==> src/akrt_ram.sv <==
// Generic single-write, single-read RAM with a registered read port.
// Stand-alone; holds the per-key state entries.
module akrt_ram #(
  parameter int unsigned WIDTH = 8,
  parameter int unsigned DEPTH = 16
) (
  input  logic                     clk_i,
  input  logic                     we_i,
  input  logic [$clog2(DEPTH)-1:0] waddr_i,
  input  logic [WIDTH-1:0]         wdata_i,
  input  logic                     re_i,
  input  logic [$clog2(DEPTH)-1:0] raddr_i,
  output logic [WIDTH-1:0]         rdata_o
);

  logic [WIDTH-1:0] mem_q [DEPTH];
  logic [WIDTH-1:0] rdata_q;

  always_ff @(posedge clk_i) begin
    if (we_i) begin
      mem_q[waddr_i] <= wdata_i;
    end
    if (re_i) begin
      rdata_q <= mem_q[raddr_i];
    end
  end

  assign rdata_o = rdata_q;

endmodule

==> config.mk <==
export PLATFORM = sky130hd
export DESIGN_NAME = akrt_ram
export DESIGN_NICKNAME = d
export VERILOG_FILES = /design/src/akrt_ram.sv
export SDC_FILE = /design/constraint.sdc
export NUM_CORES = 1
export LEC_CHECK = 0
export ABC_AREA = 1
export BUFFER_PORTS_ARGS = -buffer_cell sky130_fd_sc_hd__buf_2
export CAP_MARGIN = 20
export CORE_MARGIN = 4
export CORE_UTILIZATION = 61
export CTS_BUF_LIST = sky130_fd_sc_hd__clkbuf_8 sky130_fd_sc_hd__clkbuf_16
export DETAILED_ROUTE_END_ITERATION = 12
export PLACE_DENSITY_LB_ADDON = 0.12
export SKIP_CTS_REPAIR_TIMING = 1
export SYNTH_ARGS = -nofsm -noshare
export SYNTH_HDL_FRONTEND = slang
export SYNTH_SLANG_ARGS = --single-unit
export TNS_END_PERCENT = 1
==> constraint.sdc <==
create_clock -name clk_i -period 1.3 [get_ports clk_i]
set_input_delay 0.26 -clock clk_i [delete_from_list [all_inputs] [get_ports clk_i]]
set_output_delay 0.26 -clock clk_i [all_outputs]
set_load 0.005 [all_outputs]
==> flow_metrics.py <==
metrics = {
    "outcome": {
        "status": "complete, but fails checks",
        "violations": "setup timing",
    },
    "sta": {
        "fin_ws_ps": -55.57,
        "fin_hold_ws_ps": 101.1,
        "skew_ps": 5.499,
        "max_slew.worst_pin.slew_ps": 592.7,
        "fin_crit_sh_pct": 104.3,
        "tns_ps": -91.89,
        "rsz0062_at_grt": "true",
        "fin_crit_ps": 1356,
        "max_freq_ghz": 0.7377,
        "slew-limit-headroom_pct": 60.43,
        "drv_slew": 0,
        "hold_viol": 0,
        "setup_viol": 4,
    },
    "final_layout": {
        "syn2layout_area_growth_pct": 16.29,
        "multi_input_area_sq_um": 1214,
        "antenna_cells": 0,
        "final_common_cell": "nand2_1",
        "post-route-cell-area_sq_um": 6799,
        "nNetsFinal": 617,
        "final_cell_mix": "173 x nand2_1, 136 x edfxtp_1, 100 x inv_1, 97 x nand3_1, 26 x buf_2",
        "final_core_util_pct": 73.23,
        "fillers": 682,
        "drive_above_1_share_pct": 13.44,
        "seq_area_sq_um": 4084,
        "layout.cells.non_filler": 739,
    },
    "routing": {
        "ant_nets": 0,
        "vias": 3897,
        "postRouteWirelength_mm": 12.49,
        "route.detailed.drc": 0,
        "post_drt_via_cell_ratio": 5.273,
        "drtIter0Drc": 355,
        "first_pass_iters": 6,
        "routedWlPerCell_um": 16.90,
    },
    "placement": {
        "dpl-instance-area_sq_um": 6205,
        "dpl.cell_count": 708,
        "post-dp-hpwl_mm": 7.643,
        "dpl_worst_slack_ps": -200.2,
        "place_congestion": 0.8660,
        "port_buffers": 26,
    },
    "worst_setup_path": {
        "path_max_fanout": 1,
        "cp.arrival_ps": 1100,
        "cp_top_family": "flip-flops",
        "critPathKind": "reg2out",
        "critPathLaunchType": "flip-flop",
        "crit_chain": "buf_2",
        "critPathBufInv": 1,
        "cp_slowest_cell": "edfxtp_1",
        "slowest_delay_ps": 420,
        "end_kind": "output pin",
        "worst_ep_required_time_ps": 1040,
    },
    "synthesis": {
        "yosysUniqueCellTypes": 11,
        "synthCells": 551,
        "synth-seq-area-share_pct": 69.85,
        "ys_seq_elements": 136,
        "yosys_warnings": 0,
        "netlist_top_cells_area": "edfxtp_1 70%, nand2_1 11%, nand3_1 8.3%",
        "yosysTopAreaCellShare_pct": 69.85,
        "syn_area_sq_um": 5847,
        "avgSynthCellArea_sq_um": 10.61,
        "yosysTopAreaCell": "edfxtp_1",
        "syn_nets": 570,
    },
    "cts": {
        "root_buffer": "clkbuf_8",
        "cts_max_level": 4,
        "clk_pin_slew_ps": 60,
        "cts_made_buffers": 17,
        "cts.path.max_buffers": 2,
        "clock_latency_ps": 520,
        "cts.sinks": 136,
        "cts_tree": "built",
    },
    "floorplan": {
        "die-area_sq_um": 11220,
        "row_count": 35,
        "core_sq_um": 9284,
        "io_pins": 27,
        "die_x_um": 105.9,
        "chipHeight_um": 105.9,
        "start_util_pct": 62.98,
    },
    "pwr": {
        "clkPwrFrac_pct": 46.3,
        "power_mw": 10.37,
        "pwr-share-seq_pct": 47.9,
        "swShare_pct": 20.79,
        "p_leak_nw": 2.969,
        "power_density_nw_per_um2": 1525,
        "irDropWorstVdd_v": 0.0009618,
        "p_int_mw": 8.211,
        "comb_power_share_pct": 5.8,
        "p_sw_mw": 2.156,
    },
    "min_path": {
        "hold_class": "in2reg",
    },
    "global_route": {
        "globalRoute.totalOverflow": 0,
        "first_global_vias": 3907,
        "antenna_found_initial": 0,
        "grt_max_degree": 65,
        "track_usage_pct": 24.29,
        "grt_pass1_wl_mm": 20.15,
    },
    "run": {
        "cap_violations": 0,
    },
}
## path summary, 6_finish.rpt
| check | startpoint | to | slack (ps) | cells past startpoint |
|---|---|---|---|---|
| hold / removal | re_i | rdata_o[0]$_DFFE_PP_ | 100 | 1 |
| setup reg to reg | mem_q[7][6]$_DFFE_PP_ | rdata_o[6]$_DFFE_PP_ | 60 | 6 |
| hold reg to reg | mem_q[11][0]$_DFFE_PP_ | rdata_o[0]$_DFFE_PP_ | 740 | 6 |
| setup / recovery | rdata_o[4]$_DFFE_PP_ | rdata_o[4] | -60 | 1 |
## registers in the layout, indices dropped and copies added, names as in the netlist
signal   cells
mem_q      128
rdata_o      8
## cells in the mapped netlist
library cell / number
buf_1: 1
buf_6: 6
inv_2: 2
buf_4: 4
buf_2: 13
nand3_1: 97
nand2_1: 173
nand3b_1: 2
nor2_1: 17
edfxtp_1: 136
inv_1: 100
## logic make-up after synthesis
kind of cell / count (synthesis) / share of synthesized area, %
buffers and inverters: 126 / 9.394
DFF: 136 / 69.85
and+or+nand+nor: 289 / 20.76
## worst reg2reg max path: cells and delay by family, from the launching register on
| kind | cells | cell delay, ps |
|---|---|---|
| DFF | 1 | 370 |
| buffers and inverters | 1 | 80 |
| and+or+nand+nor | 5 | 550 |
## layout make-up
type,instances,share of cell area [%]
flip-flops and latches,136,60.07
clock buffers,17,6.091
well taps,129,2.374
multi-input cells,289,17.85
clock inverters,14,2.650
inverters,102,5.631
repair buffers,52,5.337
## per-layer routing
metal,vias up,part of all wire (%),track usage (%)
met4,0,3.5,11.84
met2,177,50,40.44
li1,1879,-,-
met3,36,7.7,4.736
met5,-,0,0
met1,1805,39,30.75
## power groups by stage
| stage | registers [mW] | clock network (mW) | logic [mW] |
|---|---|---|---|
| after floorplan | 5.06 | 0 | 0.346 |
| after global placement | 5.06 | 0 | 0.589 |
| after detailed placement | 5.06 | 0 | 0.599 |
| after CTS | 4.97 | 4.84 | 0.607 |
| after global routing | 4.97 | 5.04 | 0.675 |
| final | 4.97 | 4.80 | 0.602 |
(Power assumes the default switching activity.)
