===== config.mk =====
export PLATFORM = sky130hd
export DESIGN_NAME = akrt_update
export DESIGN_NICKNAME = d
export VERILOG_FILES = /design/src/akrt_pkg.sv /design/src/akrt_update.sv
export SDC_FILE = /design/constraint.sdc
export NUM_CORES = 1
export LEC_CHECK = 0
export BUFFER_PORTS_ARGS = -buffer_cell sky130_fd_sc_hd__buf_2
export CAP_MARGIN = 10
export CORE_MARGIN = 8
export CORE_UTILIZATION = 45
export DETAILED_ROUTE_END_ITERATION = 16
export PLACE_DENSITY = 0.67
export RECOVER_POWER = 100
export REMOVE_ABC_BUFFERS = 1
export SYNTH_ARGS = -nofsm -noshare
export SYNTH_HDL_FRONTEND = slang
export SYNTH_SLANG_ARGS = --single-unit

===== constraint.sdc =====
create_clock -name vclk -period 8.8
set_clock_uncertainty 0.15 [all_clocks]
set_input_delay 0.44 -clock vclk [all_inputs]
set_output_delay 0.44 -clock vclk [all_outputs]
set_load 0.05 [all_outputs]

===== src/akrt_pkg.sv =====
// Shared types and constants of the rapid-trigger analog key block.
// Used by the key update logic, the RAM wrapper users and the top level.
package akrt_pkg;

  localparam int unsigned NUM_SOURCES_DEF = 6;
  localparam int unsigned CHANNELS_DEF    = 16;
  localparam int unsigned CAL_SAMPLES_DEF = 16;

  localparam int unsigned KEY_W    = 7;
  localparam int unsigned SAMPLE_W = 12;
  localparam int unsigned SENS_W   = 10;
  localparam int unsigned DZ_W     = 9;
  localparam int unsigned MASK_W   = 48;
  localparam int unsigned COUNT_W  = 5;
  localparam int unsigned SUM_W    = 16;

  localparam logic [SENS_W-1:0] SENS_RESET = 10'd50;
  localparam logic [DZ_W-1:0]   DZ_RESET   = 9'd30;
  localparam logic [MASK_W-1:0] MASK_RESET = '1;

  typedef enum logic [1:0] {
    REG_SENSITIVITY = 2'd0,
    REG_DEAD_ZONE   = 2'd1,
    REG_MASK_LOW    = 2'd2,
    REG_MASK_HIGH   = 2'd3
  } akrt_reg_e;

  typedef struct packed {
    logic                cal_done;
    logic [COUNT_W-1:0]  cal_count;
    logic [SUM_W-1:0]    cal_sum;
    logic [SAMPLE_W-1:0] min_lvl;
    logic [SAMPLE_W-1:0] max_lvl;
    logic [SAMPLE_W-1:0] base_level;
    logic                key_on;
  } akrt_entry_t;

  typedef struct packed {
    logic calibrating;
    logic changed;
    logic pressed;
  } akrt_flags_t;

endpackage


===== src/akrt_update.sv =====
// Per-key state update: baseline calibration and rapid-trigger hysteresis.
// Depends on akrt_pkg for the entry and result flag types.
module akrt_update #(
  parameter int unsigned CAL_SAMPLES = akrt_pkg::CAL_SAMPLES_DEF
) (
  input  akrt_pkg::akrt_entry_t               entry_i,
  input  logic [akrt_pkg::SAMPLE_W-1:0]       sample_i,
  input  logic [akrt_pkg::SENS_W-1:0]         sensitivity_i,
  input  logic [akrt_pkg::DZ_W-1:0]           dead_zone_i,
  output akrt_pkg::akrt_entry_t               entry_o,
  output akrt_pkg::akrt_flags_t               flags_o
);
  import akrt_pkg::*;

  // The sum divided by CAL_SAMPLES is a multiply by a rounded-up reciprocal.
  localparam int unsigned   RECIP_SHIFT = 20;
  localparam longint unsigned RECIP_VAL =
    ((64'd1 << RECIP_SHIFT) + CAL_SAMPLES - 1) / CAL_SAMPLES;
  localparam logic [35:0]   RECIP       = 36'(RECIP_VAL);

  logic                first_cal;
  logic [SAMPLE_W-1:0] cal_lo;
  logic [SAMPLE_W-1:0] cal_hi;
  logic [SUM_W-1:0]    cal_sum_base;
  logic [SUM_W-1:0]    cal_sum_new;
  logic [COUNT_W-1:0]  cal_count_new;
  logic                cal_finish;
  logic [35:0]         div_prod;
  logic [SAMPLE_W-1:0] cal_base;

  logic [SAMPLE_W-1:0] trg_hi;
  logic [SAMPLE_W-1:0] trg_lo;
  logic [SAMPLE_W-1:0] sens_ext;
  logic [SAMPLE_W:0]   floor_lvl;
  logic [SAMPLE_W+1:0] rel_lvl;
  logic                fell_peak;
  logic                do_release;
  logic                do_press;
  logic                fully_off;
  logic signed [SAMPLE_W:0] diff;
  logic signed [SAMPLE_W:0] diff_adj;
  logic signed [SAMPLE_W:0] diff_step;

  akrt_entry_t e_n;

  assign first_cal     = (entry_i.cal_count == '0);
  assign cal_lo        = first_cal ? sample_i : entry_i.min_lvl;
  assign cal_hi        = first_cal ? sample_i : entry_i.max_lvl;
  assign cal_sum_base  = first_cal ? '0 : entry_i.cal_sum;
  assign cal_sum_new   = cal_sum_base + {{(SUM_W-SAMPLE_W){1'b0}}, sample_i};
  assign cal_count_new = entry_i.cal_count + COUNT_W'(1);
  assign cal_finish    = (cal_count_new >= COUNT_W'(CAL_SAMPLES));
  assign div_prod      = {{(36-SUM_W){1'b0}}, cal_sum_new} * RECIP;
  assign cal_base      = div_prod[RECIP_SHIFT+SAMPLE_W-1:RECIP_SHIFT];

  assign trg_hi    = (sample_i > entry_i.max_lvl) ? sample_i : entry_i.max_lvl;
  assign trg_lo    = (sample_i < entry_i.min_lvl) ? sample_i : entry_i.min_lvl;
  assign sens_ext  = {{(SAMPLE_W-SENS_W){1'b0}}, sensitivity_i};
  assign floor_lvl = {1'b0, entry_i.base_level} + {{(SAMPLE_W+1-DZ_W){1'b0}}, dead_zone_i};
  assign rel_lvl   = {1'b0, floor_lvl}
                   + {{(SAMPLE_W+2-SENS_W+1){1'b0}}, sensitivity_i[SENS_W-1:1]};
  assign fell_peak = (trg_hi < sens_ext) || (sample_i < (trg_hi - sens_ext));
  assign do_release = fell_peak || ({2'b00, sample_i} <= rel_lvl);
  assign do_press  = ({1'b0, sample_i} > ({1'b0, trg_lo} + {1'b0, sens_ext}))
                  && ({1'b0, sample_i} > floor_lvl);
  assign fully_off = ({1'b0, sample_i} <= floor_lvl);
  assign diff      = $signed({1'b0, sample_i}) - $signed({1'b0, entry_i.base_level});
  assign diff_adj  = diff + (diff[SAMPLE_W] ? (SAMPLE_W+1)'(31) : '0);
  assign diff_step = diff_adj >>> 5;

  always_comb begin
    e_n = entry_i;
    if (!entry_i.cal_done) begin
      e_n.min_lvl   = (sample_i < cal_lo) ? sample_i : cal_lo;
      e_n.max_lvl   = (sample_i > cal_hi) ? sample_i : cal_hi;
      e_n.cal_sum   = cal_sum_new;
      e_n.cal_count = cal_count_new;
      if (cal_finish) begin
        e_n.base_level = cal_base;
        e_n.min_lvl    = cal_base;
        e_n.max_lvl    = cal_base;
        e_n.cal_done   = 1'b1;
        e_n.key_on     = 1'b0;
      end
    end else begin
      e_n.max_lvl = trg_hi;
      e_n.min_lvl = trg_lo;
      if (entry_i.key_on) begin
        if (do_release) begin
          e_n.key_on  = 1'b0;
          e_n.min_lvl = sample_i;
          e_n.max_lvl = sample_i;
        end
      end else if (fully_off) begin
        e_n.key_on     = 1'b0;
        e_n.min_lvl    = sample_i;
        e_n.max_lvl    = sample_i;
        e_n.base_level = entry_i.base_level + diff_step[SAMPLE_W-1:0];
      end else if (do_press) begin
        e_n.key_on  = 1'b1;
        e_n.max_lvl = sample_i;
      end
    end
  end

  assign entry_o             = e_n;
  assign flags_o.pressed     = e_n.key_on;
  assign flags_o.changed     = e_n.key_on ^ entry_i.key_on;
  assign flags_o.calibrating = ~e_n.cal_done;

endmodule


==> impl_results.md, run 1 <==
- Post-placement cell count: roughly 1500
- Via/cell ratio: ~6
- YS warnings: 0
- Max_cap viols: 3
- Slew HR: -107.4%
- Register area share after synthesis: 0%
- Share of cells above drive strength 1: around an eighth
- Failing checks: max-capacitance violations, max-slew violations
- First-pass GRT wire length: between 40000 and 50000 µm
- Leading area contributor after synthesis: ha_1
- Final Hold Fails: 0
- P per Cell Area: roughly 140 nW/µm²
- Final WS setup: 0.6484 ns
- GR Overflow Total: 0
- Placed cell area: ~9100 µm²
- Total power: 1.225 mW
- Worst Setup Path Type: input port to primary output
- Syn avg cell area: around 7.3 µm²
- Leakage power: between 4 and 5 nW
- Max-slew violations: around 160
- Final hold slack: between 1 and 1.5 ns
- Die Span Y: approximately 150 µm
- Arr. time, crit path: about 7.6 ns
- Post-layout minimum cycle time: ~8.2 ns
- Worst hold path type: input port to primary output
- Total core area: between 15000 and 20000 µm²
- GP Congestion: ~0.98
- Most frequent cells after synthesis: 173 x ha_1, 102 x a21oi_1, 90 x inv_1
- Die X: 150.1 µm
- Setup TNS: 0 ns
- Nets: roughly 1500
- Routed len/inst: approximately 20 µm
- Final std cells w/o fill: 1471
- Filler Cell Count: approximately 1800
- Dominant cell by count in the synthesized netlist: ha_1
- Synth area leaders: ha_1 27%, a21oi_1 6.3%, xnor2_1 5.0%
- Worst VDD drop: between 0.08 and 0.09 mV
- DRC viols: 0
- Number of DRC markers in iteration 0: 687
- Register area: 0 µm²
- Number of global-route vias before repair: 8684
- Initial antenna violation count: 1
- Setup Fix Bufs, Post-CTS: 0
- Final Cell Area: between 8000 and 9000 µm²
- Tightest Pin Transition: roughly 3.1 ns
- Mapped Cells: ~1100
- Final wirelength: between 30000 and 40000 µm
- Resized Gates After CTS: 0
- I/O Pins: between 150 and 200
- Final setup fails: 0
- # clk buffers: 0
- Status: finished, violations left
- Final Util: 50.31%
- Seq cells: 0
- CP peak stage delay: ~0.70 ns
- DP Worst Slack: 0.7544 ns
- Mapped cell area: between 8000 and 9000 µm²
- Core Rows: 49
- Starting Density: a little under half
- F_max: 0.1227 GHz
- Pin count of the biggest net entering global routing: 73
- Post-DP HPWL: 24530 µm
- Final worst path period share: 92.63%
- Post-route ant nets: 0
- RSZ-0062 raised after global routing: false
- Synth unique cells: 85
- Layout area overhead: 10.85%
- Die footprint: between 20000 and 25000 µm²
- Worst Setup End Kind: primary output
- CP Launch Type: input port
- Drt first pass iters: 5
- Via count: roughly 9000
- Share of the synthesized area in the top cell type: between 20% and 30%
- Worst Path Max Fanout: 10
- Total GRT Usage: 25.80%
- Required time of the critical path: approximately 8.2 ns
- Port bufs: about 150
- Cts hold-fix bufs: 0
- Slowest-stage cell, CP: a211oi_1
==> area by class of cell <==
class	instances	area, µm²	share of cell area [%]
multi-input combinational	980	7521	83.79
timing repair buffer	169	820.8	9.144
inverter	92	345.3	3.847
tap	229	286.5	3.192
antenna	1	2.502	0.02788
==> metal layers <==
metal / up-vias / wire, µm / track usage [%]
li1: 4397 / - / -
met1: 4149 / 12830 / 32.78
met2: 350 / 13690 / 43.36
met3: 81 / 2344 / 3.577
met4: 0 / 1190 / 9.895
met5: - / 0 / 0
==> final timing paths <==
check,endpoint,start,depth (start not counted)
setup / recovery,entry_o[12],sample_i[0],30
hold / removal,entry_o[55],entry_i[55],3
==> cell usage in the layout, fill, tap and decap left out, drive strengths merged, types with 21 or more instances in the layout <==
cell type and instances:
mux2i 33, o21ai 76, nor2 67, xnor2 46
clkbuf 57, o21a 25, nand2 87, ha 173
nor3 23, a21o 35, o211ai 25, a21oi 104
xor2 31, buf 112, inv 90, nand3 21
==> power breakdown <==
part	internal [mW]	total, mW	switching (mW)
combinational	0.441	1.23	0.784
sequential	0	0	0
clock	0.0000000152	0.0000000152	0
total	0.441	1.23	0.784
==> cell families after synthesis <==
| logic type | synth area share, % |
|---|---|
| simple gates | 17.65 |
| xor+xnor | 8.606 |
| fa+ha+maj | 28.46 |
| mux | 6.582 |
| compound gates | 31.74 |
| buf+inv | 6.968 |
==> worst max-delay path, delay by kind of cell <==
family	cells	cell delay [ns]
AOI/OAI and AO/OA	12	2.85
and+or+nand+nor	8	1.70
adders and majority gates	4	1.27
buffers and inverters	4	0.67
xor gates and xnor gates	2	0.63
No activity file was read; power rests on OpenSTA's default activity.
==> run 2, diff against run 1 <==
--- a/config.mk
+++ b/config.mk
@@ -5,12 +5,13 @@
 export SDC_FILE = /design/constraint.sdc
 export NUM_CORES = 1
 export LEC_CHECK = 0
+export ABC_AREA = 1
 export BUFFER_PORTS_ARGS = -buffer_cell sky130_fd_sc_hd__buf_2
 export CAP_MARGIN = 10
 export CORE_MARGIN = 8
 export CORE_UTILIZATION = 45
 export DETAILED_ROUTE_END_ITERATION = 16
-export PLACE_DENSITY = 0.67
+export PLACE_DENSITY = 0.66
 export RECOVER_POWER = 100
 export REMOVE_ABC_BUFFERS = 1
 export SYNTH_ARGS = -nofsm -noshare
==> run 2 against run 1 <==
First-iteration DRC count is 34% higher. Fmax is 8.4% higher. Via count rose by 24%. The run still ends with max-capacitance violations, max-slew violations left. Flip-flop and latch count stayed put. Cell count grew 33%. Final area grew 8.9%. Largest cell class unchanged. Worst hold slack worse by 0.0070 ns.
==> impl_results.md, run 2 <==
- Resized Gates After CTS: 0 (unchanged)
- Multi-input gate area: 7819 µm² (+4.0%)
- Die footprint: 24690 µm² (+9.5%)
- Number of global-route vias before repair: 10140 (+17%)
- Commonest non-fill, non-tap cell in the layout: nand2_1
- Syn avg cell area: 5.665 µm² (-22%)
- Nets: 1967 (+30%)
- Tightest Pin Transition: 2.042 ns (-1.069 ns)
- Port bufs: 152 (unchanged)
- GR Overflow Total: 0 (unchanged)
- First-pass GRT wire length: 52320 µm (+12%)
- Seq cells: 0 (unchanged)
- Number of DRC markers in iteration 0: 922 (+34%)
- # clk buffers: 0 (unchanged)
- RSZ-0062 raised after global routing: false
- Max_cap viols: 2 (-1)
- Total core area: 19530 µm² (+9.4%)
- Setup Fix Bufs, Post-CTS: 0 (unchanged)
- Leading area contributor after synthesis: ha_1
- Routed len/inst: 17.26 µm (-15%)
- Clock power frac: 0% (unchanged)
- Via count: 11110 (+24%)
- Final Hold Fails: 0 (unchanged)
- Switch Pwr: 0.8704 mW (+11%)
- Synth area leaders: ha_1 24%, nand2_1 17%, inv_1 9.6%
- Required time of the critical path: 8.21 ns (about the same)
- Via/cell ratio: 5.666 (-7.1%)
- Register area: 0 µm² (unchanged)
- Design internal power: 0.3889 mW (-12%)
- Leakage power: 5.413 nW (+25%)
- Share of cells above drive strength 1: 8.496% (-4.7 points)
- Max-slew violations: 81 (-48%)
- GP Congestion: 0.9886 (+0.39%)
- Flop pwr share: 0% (unchanged)
- # diodes: 0 (-1)
- Filler Cell Count: 2228 (+21%)
- Total GRT Usage: 26.28% (+0.48 points)
- Pin count of the biggest net entering global routing: 41 (-44%)
- Mapped cell area: 8962 µm² (+11%)
- Worst Path Max Fanout: 25 (+15)
- F_max: 0.1330 GHz (+8.4%)
- Worst Setup End Kind: primary output
- Hold depth: 3 (unchanged)
- Share of the synthesized area in the top cell type: 24.15% (-2.6 points)
- Post-layout minimum cycle time: 7.520 ns (-0.6315 ns)
- Slowest-stage cell, CP: o311ai_0
- YS warnings: 0 (unchanged)
- I/O Pins: 152 (unchanged)
- Mapped Cells: 1582 (+42%)
- Layout area overhead: 9.116%
- Arr. time, crit path: 6.93 ns (-0.63 ns)
- Die X: 157.1 µm (+4.6%)
- Slew HR: -36.13% (+71 points)
- Worst Setup Path Type: input port to primary output
- Final wirelength: 33840 µm (+13%)
- Hold Startpoint: entry_i[53]
- Dominant cell by count in the synthesized netlist: nand2_1
- Final Cell Area: 9779 µm² (+8.9%)
- Hold-critical path endpoint: entry_o[53]
- Post-route ant nets: 0 (unchanged)
- Logic gate share of total power: 100.0% (about the same)
- CP peak stage delay: 0.62 ns (-0.08 ns)
- Switching share of power: 69.12% (+5.1 points)
- P per Cell Area: 128.8 nW/µm² (-5.7%)
- CP startpoint: sample_i[0]
- DRC viols: 0 (unchanged)
- Total power: 1.259 mW (+2.8%)
- Register area share after synthesis: 0% (unchanged)
- Core Rows: 51 (+4.1%)
- CP Launch Type: input port
- Most used cell, CP: nand2_1
- Die Span Y: 157.1 µm (+4.6%)
- Final worst path period share: 85.46% (-7.2 points)
- Worst VDD drop: 0.1096 mV (+33%)
- Highest-count cells in the layout ignoring fill and taps: 423 x nand2_1, 230 x inv_1, 173 x ha_1, 149 x nand3_1, 126 x a21oi_1
- Cts hold-fix bufs: 0 (unchanged)
- Status: finished, violations left
- Setup TNS: 0 ns (unchanged)
- Post-DP HPWL: 27790 µm (+13%)
- Initial antenna violation count: 0 (-1)
- Final setup fails: 0 (unchanged)
- Drt first pass iters: 6 (+1)
- Failing checks: max-capacitance violations, max-slew violations
- Placed cell area: 9876 µm² (+9.1%)
- Synth unique cells: 54 (-36%)
- Starting Density: 45.90% (+0.51 points)
- Most frequent cells after synthesis: 417 x nand2_1, 229 x inv_1, 173 x ha_1
- Worst hold path type: input port to primary output
## run 2: worst max-delay path by stage
stage,to,slack [ns],depth (start not counted)
after global placement,flags_o[1],2.05,37
after floorplan,flags_o[1],2.75,35
final,entry_o[26],1.28,35
after detailed placement,flags_o[1],1.98,37
after CTS,flags_o[1],1.95,37
after global routing,entry_o[0],0.62,36
## run 2: metrics by stage
step	instances	hold WS (ns)	util (%)	setup slack, ns
after floorplan	1538	1.013	-	2.746
after global routing	1960	1.162	50.08	0.6160
after global placement	1960	1.118	50.58	2.046
after detailed placement	1960	1.124	50.58	1.976
after CTS	1960	1.124	50.58	1.952
final	1960	1.129	50.08	1.280
## run 2: metal layers
layer	global-route usage (%)	wire [µm]	share of wire [%]	vias to the layer above
li1	-	-	-	5518
met1	34.99	14960	44	5036
met2	43.92	15010	44	498
met3	3.126	3027	8.9	54
met4	6.981	836	2.5	0
met5	0	0	0	-
## run 2: layout make-up
class	instances	share of cell area [%]
tap	265	3.390
multi-input combinational	1298	79.95
timing repair buffer	157	7.421
inverter	240	9.237
## run 2: critical path: cells and delay by family
family	cells	cell delay, ns
and+or+nand+nor	20	2.58
xor gates and xnor gates	1	0.17
buffers and inverters	6	1.39
adders and majority gates	3	0.97
AOI/OAI and AO/OA	5	1.33
## run 2: kinds of logic after synthesis
group | synth area share, %
adders and majority gates | 25.72
and+or+nand+nor | 35.77
buffers and inverters | 12.49
xor gates and xnor gates | 6.157
AOI/OAI and AO/OA | 19.87
## run 2: power groups by stage
stage | Combinational, mW | Clock, mW | Sequential [mW]
final | 1.26 | 0 | 0
after CTS | 1.26 | 0 | 0
after global placement | 1.24 | 0 | 0
after detailed placement | 1.25 | 0 | 0
after global routing | 1.40 | 0 | 0
after floorplan | 0.931 | 0 | 0
==> run 3, diff against run 2 <==
--- a/config.mk
+++ b/config.mk
@@ -9,9 +9,8 @@
 export BUFFER_PORTS_ARGS = -buffer_cell sky130_fd_sc_hd__buf_2
 export CAP_MARGIN = 10
 export CORE_MARGIN = 8
-export CORE_UTILIZATION = 45
+export CORE_UTILIZATION = 30
 export DETAILED_ROUTE_END_ITERATION = 16
-export PLACE_DENSITY = 0.66
 export RECOVER_POWER = 100
 export REMOVE_ABC_BUFFERS = 1
 export SYNTH_ARGS = -nofsm -noshare
==> run 3 against run 2 <==
The run still ends with max-capacitance violations, max-slew violations left. Flip-flop and latch count is the same. Worst hold slack got worse by 0.0020 ns. Power increased by 1.2%. Die area grew 44%. Setup slack worse by 0.038 ns. Non-clock buffer count grew 1. Cell count up 6.4%. Largest cell class unchanged. Highest routed layer is now met5.
==> impl_results.md, run 3 (synthesized netlist as in run 2, its figures left out) <==
- Via/cell ratio: 5.324 (-6.0%)
- Setup TNS: 0 ns (unchanged)
- Slew HR: -39.63% (-3.5 points)
- Flop pwr share: 0% (unchanged)
- Pin count of the biggest net entering global routing: 41 (unchanged)
- Initial antenna violation count: 2 (+2)
- Worst VDD drop: 0.07408 mV (-32%)
- Required time of the critical path: 8.21 ns (about the same)
- Design internal power: 0.3894 mW (+0.13%)
- Total core area: 29560 µm² (+51%)
- Logic gate share of total power: 100.0% (about the same)
- Tightest Pin Transition: 2.095 ns (+0.05254 ns)
- Most used cell, CP: nand2_1
- CP peak stage delay: 0.69 ns (+0.07 ns)
- Worst Setup End Kind: primary output
- Die Span Y: 188.8 µm (+20%)
- Via count: 11110 (-0.0090%)
- Post-DP HPWL: 30760 µm (+11%)
- Status: finished, violations left
- Leakage power: 5.413 nW (about the same)
- Core Rows: 63 (+24%)
- CP Launch Type: input port
- Die footprint: 35660 µm² (+44%)
- Met2 usage: 32.60% (-11 points)
- Commonest non-fill, non-tap cell in the layout: nand2_1
- Drt first pass iters: 6 (unchanged)
- GP Congestion: 0.9188 (-7.1%)
- Final Util: 33.66% (-16 points)
- Max_cap viols: 1 (-1)
- I/O Pins: 152 (unchanged)
- Slowest-stage cell, CP: o21ai_0
- Layout area overhead: 11.00%
- # clk buffers: 0 (unchanged)
- Met1 Use GR: 26.23% (-8.8 points)
- P per Cell Area: 128.1 nW/µm² (-0.54%)
- GR Layer Usage met3: 2.754% (-0.37 points)
- Seq cells: 0 (unchanged)
- Routed len/inst: 17.60 µm (+1.9%)
- Hold depth: 3 (unchanged)
- Arr. time, crit path: 6.97 ns (+0.04 ns)
- DRC viols: 0 (unchanged)
- Final setup fails: 0 (unchanged)
- Setup Fix Bufs, Post-CTS: 0 (unchanged)
- Worst hold path type: input port to primary output
- Die X: 188.8 µm (+20%)
- Clock power frac: 0% (unchanged)
- RSZ-0062 raised after global routing: false
- Switch Pwr: 0.8847 mW (+1.6%)
- Switching share of power: 69.44% (+0.32 points)
- Starting Density: 30.32% (-16 points)
- Max-slew violations: 41 (-49%)
- Final Hold Fails: 0 (unchanged)
- Register area: 0 µm² (unchanged)
- F_max: 0.1323 GHz (-0.50%)
- Port bufs: 152 (unchanged)
- Failing checks: max-capacitance violations, max-slew violations
- Total GRT Usage: 19.66% (-6.6 points)
- Final Cell Area: 9948 µm² (+1.7%)
- Top Usage Layer GRT: met2
- Resized Gates After CTS: 0 (unchanged)
- Final worst path period share: 85.89% (+0.43 points)
- Post-route ant nets: 0 (unchanged)
- # diodes: 0 (unchanged)
- Placed cell area: 10040 µm² (+1.7%)
- Number of global-route vias before repair: 10490 (+3.5%)
- GR Overflow Total: 0 (unchanged)
- Number of DRC markers in iteration 0: 819 (-11%)
- Worst Path Max Fanout: 25 (unchanged)
- First-pass GRT wire length: 56930 µm (+8.8%)
- Share of cells above drive strength 1: 8.550% (+0.054 points)
- Final wirelength: 36720 µm (+8.5%)
- Highest-count cells in the layout ignoring fill and taps: 421 x nand2_1, 230 x inv_1, 173 x ha_1, 149 x nand3_1, 126 x a21oi_1
- Cts hold-fix bufs: 0 (unchanged)
- Filler Cell Count: 3424 (+54%)
- Post-layout minimum cycle time: 7.558 ns (+0.03801 ns)
- Worst Setup Path Type: input port to primary output
- Nets: 1968 (+0.051%)
[run 3: layout make-up]
| class | instances | area (µm²) | area share [%] |
|---|---|---|---|
| inverter | 240 | 903.4 | 9.081 |
| multi-input combinational | 1298 | 7824 | 78.64 |
| tap | 390 | 488.0 | 4.905 |
| timing repair buffer | 158 | 733.2 | 7.370 |
[run 3: path summary, 6_finish.rpt]
| kind | endpoint | slack [ns] | start |
|---|---|---|---|
| setup / recovery | entry_o[25] | 1.24 | sample_i[0] |
| hold / removal | entry_o[53] | 1.13 | entry_i[53] |
[run 3: routing by layer]
layer	wire length, µm	share of wire (%)
met5	28	0.076
met1	16130	44
met4	985	2.7
met3	3226	8.8
met2	16350	45
[run 3: worst max-delay path, delay by kind of cell]
kind,cells,cell delay (ns)
buf+inv,5,1.33
compound gates,5,1.35
simple gates,23,2.75
fa+ha+maj,3,0.95
xor+xnor,1,0.14
[run 3: power groups by stage]
stage          Sequential, mW  Clock, mW  Combinational, mW
5_1_grt                     0          0               1.42
4_1_cts                     0          0               1.28
3_5_place_dp                0          0               1.27
3_3_place_gp                0          0               1.26
6_report                    0          0               1.27
2_1_floorplan               0          0              0.931
[run 3: metrics by stage]
step / hold WS [ns] / setup slack (ns) / std cells / power [mW]
2_1_floorplan: 1.013 / 2.746 / 1538 / 0.9305
3_3_place_gp: 1.119 / 1.996 / 2086 / 1.259
3_5_place_dp: 1.123 / 1.962 / 2086 / 1.270
4_1_cts: 1.124 / 1.938 / 2086 / 1.277
5_1_grt: 1.163 / 0.6551 / 2086 / 1.420
6_report: 1.126 / 1.242 / 2086 / 1.274
